<file path="src/sv/cpef_ram.sv">
// Generic single-port-write, single-port-read RAM with registered read data.
module cpef_ram #(
    parameter int WIDTH = 8,
    parameter int DEPTH = 16
) (
    input  logic                     clk,
    input  logic                     we,
    input  logic [$clog2(DEPTH)-1:0] waddr,
    input  logic [WIDTH-1:0]         wdata,
    input  logic [$clog2(DEPTH)-1:0] raddr,
    output logic [WIDTH-1:0]         rdata
);

    logic [WIDTH-1:0] mem [DEPTH];
    logic [WIDTH-1:0] rdata_reg;

    always_ff @(posedge clk)
    begin
        if (we)
        begin
            mem[waddr] <= wdata;
        end
        rdata_reg <= mem[raddr];
    end

    assign rdata = rdata_reg;

endmodule

</file>
<file path="config.mk">
export PLATFORM = sky130hd
export DESIGN_NAME = cpef_ram
export DESIGN_NICKNAME = d
export VERILOG_FILES = /design/src/sv/cpef_ram.sv
export SDC_FILE = /design/constraint.sdc
export NUM_CORES = 1
export LEC_CHECK = 0
export ABC_CLOCK_PERIOD_IN_PS = 2200
export BUFFER_PORTS_ARGS = -buffer_cell sky130_fd_sc_hd__clkbuf_2
export CORE_ASPECT_RATIO = 1.4
export CORE_MARGIN = 2
export CORE_UTILIZATION = 35
export DETAILED_ROUTE_END_ITERATION = 16
export GPL_TIMING_DRIVEN = 0
export HOLD_SLACK_MARGIN = 0.05
export SYNTH_ARGS = -nofsm -noshare
export SYNTH_HDL_FRONTEND = slang
export SYNTH_SLANG_ARGS = --single-unit
</file>
<file path="constraint.sdc">
create_clock -name clk -period 2.2 [get_ports clk]
set_input_delay 0.22 -clock clk [delete_from_list [all_inputs] [get_ports clk]]
set_output_delay 0.22 -clock clk [all_outputs]
set_load 0.02 [all_outputs]
</file>
# After elaboration in Yosys (flattened, before gate mapping)
# Memories as Yosys holds them, arrays and structs flattened. A register that Yosys moved wholly into a read port is not among the register bits.
# Index checks and enable logic that the tools add are counted.
# word_totals
regBits,0
ram_bits,128
input_bits,18
output_inout_bits,8
word_cells,3
mem_count,1
# op_classes
muxes,2
# mem_list
name,words,word_bits,read_ports,rd_clocked_by_memory_dff,wr,line,source
mem,16,8,1,1,1,14,logic [WIDTH-1:0] mem [DEPTH];
# ops
operator,count
2-to-1 mux 1 bit,2

# Logic depth before layout (Yosys ltp)
# logic_depth
depth_word,2
ltp_mapped,5
mapped_depth_nobuf,3

# Worst setup path after synthesis
# Ideal clock, no wire load.
# synth_timing
path_type,input-to-reg
from,in waddr[2]
to,mem mem[0][0] (enable)
setup_ns,0.383
arrival_time_ns,1.330
required_time_ns,1.817
path_slack_ns,0.487
cell_stages,2
path_buffers,0
path_cell_list,or3b_2 nor3_1
# synth_rtl
item,line,source
from (decl),8,"input logic [$clog2(DEPTH)-1:0] waddr,"
to (decl),14,
# No word-level cell before the write port.

# Worst setup path after layout
# layout_timing
from,in waddr[2]
to,mem mem[0][1] (enable)
# No word-level cell before the write port.

==> impl_metrics.yaml <==
run_status:
  outcome: "finished, final reports clean"
worst_setup_path:
  arrival_ps: 1790
  start_kind: "primary input"
  rr_endpoint: "rdata[0]"
  worst-r2r-setup-slack_ps: 720
  rr_startpoint: "mem[1][0]"
  cp.required_ps: 2220
  cp_max_fo: 8
  crit_type: "in -> reg"
  end_kind: "register"
  r2r_cells: 3
hold_path:
  hold_end: "mem[10][5]"
  hp-start: "wdata[5]"
  min_path_type: "in -> reg"
  hold_depth: 1
timing:
  rsz0062_at_grt: "false"
  max_freq_ghz: 0.563
  hold_viol_final: 0
  whs_ps: 285
  period_minus_slack_ps: 1780
  tightest_slew_ps: 1260
  final.period_utilization: 0.808
  finClkSkew_ps: 6.90
  slew_viol_final: 0
  finalSetupViolations: 0
  fin_ws_ps: 422
  max-slew-margin-rel: 0.156
clocking:
  clk_pin_slew_ps: 50
  cts_sinks: 136
  cts-root-buf: "clkbuf_16"
  cts-resized-gates: 0
  insertion_delay_ps: 400
  postCtsSetupBuffers: 0
  hold_buffers: 0
  cts_max_level: 4
  cts_buffers: 17
  cts_buffer_depth: 2
  cts_tree: "built"
route:
  postRouteAntennaNets: 0
  route.detailed.drc: 0
  num_vias: 2402
  wl_per_cell_um: 20.9
  wirelength_um: 9910
  drt-pass1-iter-count: 5
  viasPerCell: 5.07
  drt_iter0_drc: 191
floorplan:
  die_h_um: 147
  die_area_um2: 15700
  core_um2: 14400
  pin_count: 26
  rows: 52
  die_w_um: 106
  initial_core_util: 0.356
placed_design:
  place_congestion: 0.817
  dp_hpwl_um: 6330
  portBuffers: 24
  dpl_worst_slack_ps: -26.9
  placedCellCount: 442
cells_and_area:
  fillers: 1260
  final_cells: 474
  n_antenna_cell: 0
  drive_above_1_share: 0.284
  register_area_um2: 4000
  fin_nets: 290
  largest_reg_flops: 128
  multiInputGateArea_um2: 1060
  final_core_util: 0.420
  syn_to_final_growth_pct: 17.8
global_routing:
  grt_max_degree: 17
  grt_usage: 0.135
  grt_pass1_wl_um: 14800
  antenna_found_initial: 0
  grt_pass1_vias: 2475
  grt_overflow: 0
power:
  leakagePower_nw: 2.00
  ir_drop_uv: 491
  power_density_nw_per_um2: 966
logic_synthesis:
  syn_inst: 229
  synthAdderAreaFrac: 0
  avgSynthCellArea_um2: 22.5
  synth-xor-area-share: 0
  synth_top_family_by_area: "multiplexers"
  yosys_warnings: 0
  synth_area_um2: 5150
  yosysUniqueCellTypes: 19
  synth-simple-area-share: 0.0318
  syn_nets: 247
  yosysSeqAreaShare: 0.778
  synthMuxAreaShare: 0.150
  ys_ff_latch: 136
  synth_compound_area_frac: 0.0233
run:
  max-cap-violations: 0
[placed cells by master, fill, tap and decap left out, types with 2 or more instances in the layout]
master / instances
nand2b_1: 2
buf_6: 3
a22oi_1: 16
clkinvlp_4: 5
clkinv_1: 4
nor3_1: 4
mux4_1: 14
nor2_1: 13
buf_2: 3
edfxtp_1: 128
mux4_2: 18
clkdlybuf4s25_2: 3
clkinv_2: 3
bufinv_16: 2
nand2_1: 9
clkbuf_16: 17
clkbuf_2: 24
nand3b_1: 2
dfxtp_1: 8
[logic make-up after synthesis]
| logic type | after synthesis |
|---|---|
| AOI/OAI and AO/OA | 16 |
| buffers and inverters | 10 |
| DFF | 136 |
| muxes | 32 |
| and+or+nand+nor | 35 |
[where the power goes]
part	internal [mW]	total, mW	switching, mW
registers	2.90	2.91	0.0135
clock network	1.64	2.65	1.01
logic	0.115	0.296	0.182
[metal layers]
layer / wire length (um) / part of all wire / vias up / track usage
met2: 5160 / 0.52 / 94 / 0.221
met4: 123 / 0.012 / 0 / 0.0532
li1: - / - / 1059 / -
met3: 725 / 0.073 / 6 / 0.0406
met5: 0 / 0 / - / 0
met1: 3900 / 0.39 / 1243 / 0.170
[worst max-delay path, stage by stage]
cell and delay [ps]:
clkbuf_2 100, or3b_2 520, nor3_1 950
[area by class of cell]
cell class	instances	share of cell area
Clock inverter	15	0.0225
Timing Repair Buffer	24	0.0198
Tap cell	189	0.0390
Buffer	10	0.0142
Sequential cell	136	0.660
Multi-Input combinational cell	83	0.174
Clock buffer	17	0.0701
[Yosys cell counts]
library cell     instances  share of area
a22oi_1                 16          0.023
and2_1                   1         0.0012
and2b_1                  1         0.0015
buf_2                    3         0.0029
buf_4                    1         0.0015
buf_6                    3         0.0066
clkdlybuf4s25_2          3         0.0058
dfxtp_1                  8          0.031
edfxtp_1               128           0.75
mux4_1                  14          0.071
mux4_2                  18          0.079
nand2_1                  9         0.0066
nand2b_1                 2         0.0024
nand3_1                  1        0.00097
nand3b_1                 2         0.0029
nor2_1                  13         0.0095
nor2b_1                  1         0.0012
nor3_1                   4         0.0039
or3b_2                   1         0.0017
[metrics by stage]
step / setup TNS, ps / area (um^2) / power (mW)
after CTS: 0 / 6070 / 5.90
after detailed placement: -212 / 5500 / 3.26
after global placement: -794 / 5500 / 3.25
after floorplan: 0 / 5150 / 3.13
final: 0 / 6070 / 5.86
after global routing: 0 / 6070 / 6.03
[worst max-delay path by stage]
| stage | from | endpoint | slack [ps] | cells past startpoint |
|---|---|---|---|---|
| floorplan | waddr[2] | mem[0][0] | 490 | 2 |
| global placement | waddr[2] | mem[0][1] | -100 | 3 |
| detailed placement | waddr[2] | mem[0][1] | -30 | 3 |
| CTS | waddr[2] | mem[0][1] | 400 | 3 |
| global route | waddr[2] | mem[0][5] | 260 | 3 |
| finish | waddr[2] | mem[0][1] | 420 | 3 |
Note: power is estimated with default switching activity, not from simulation.
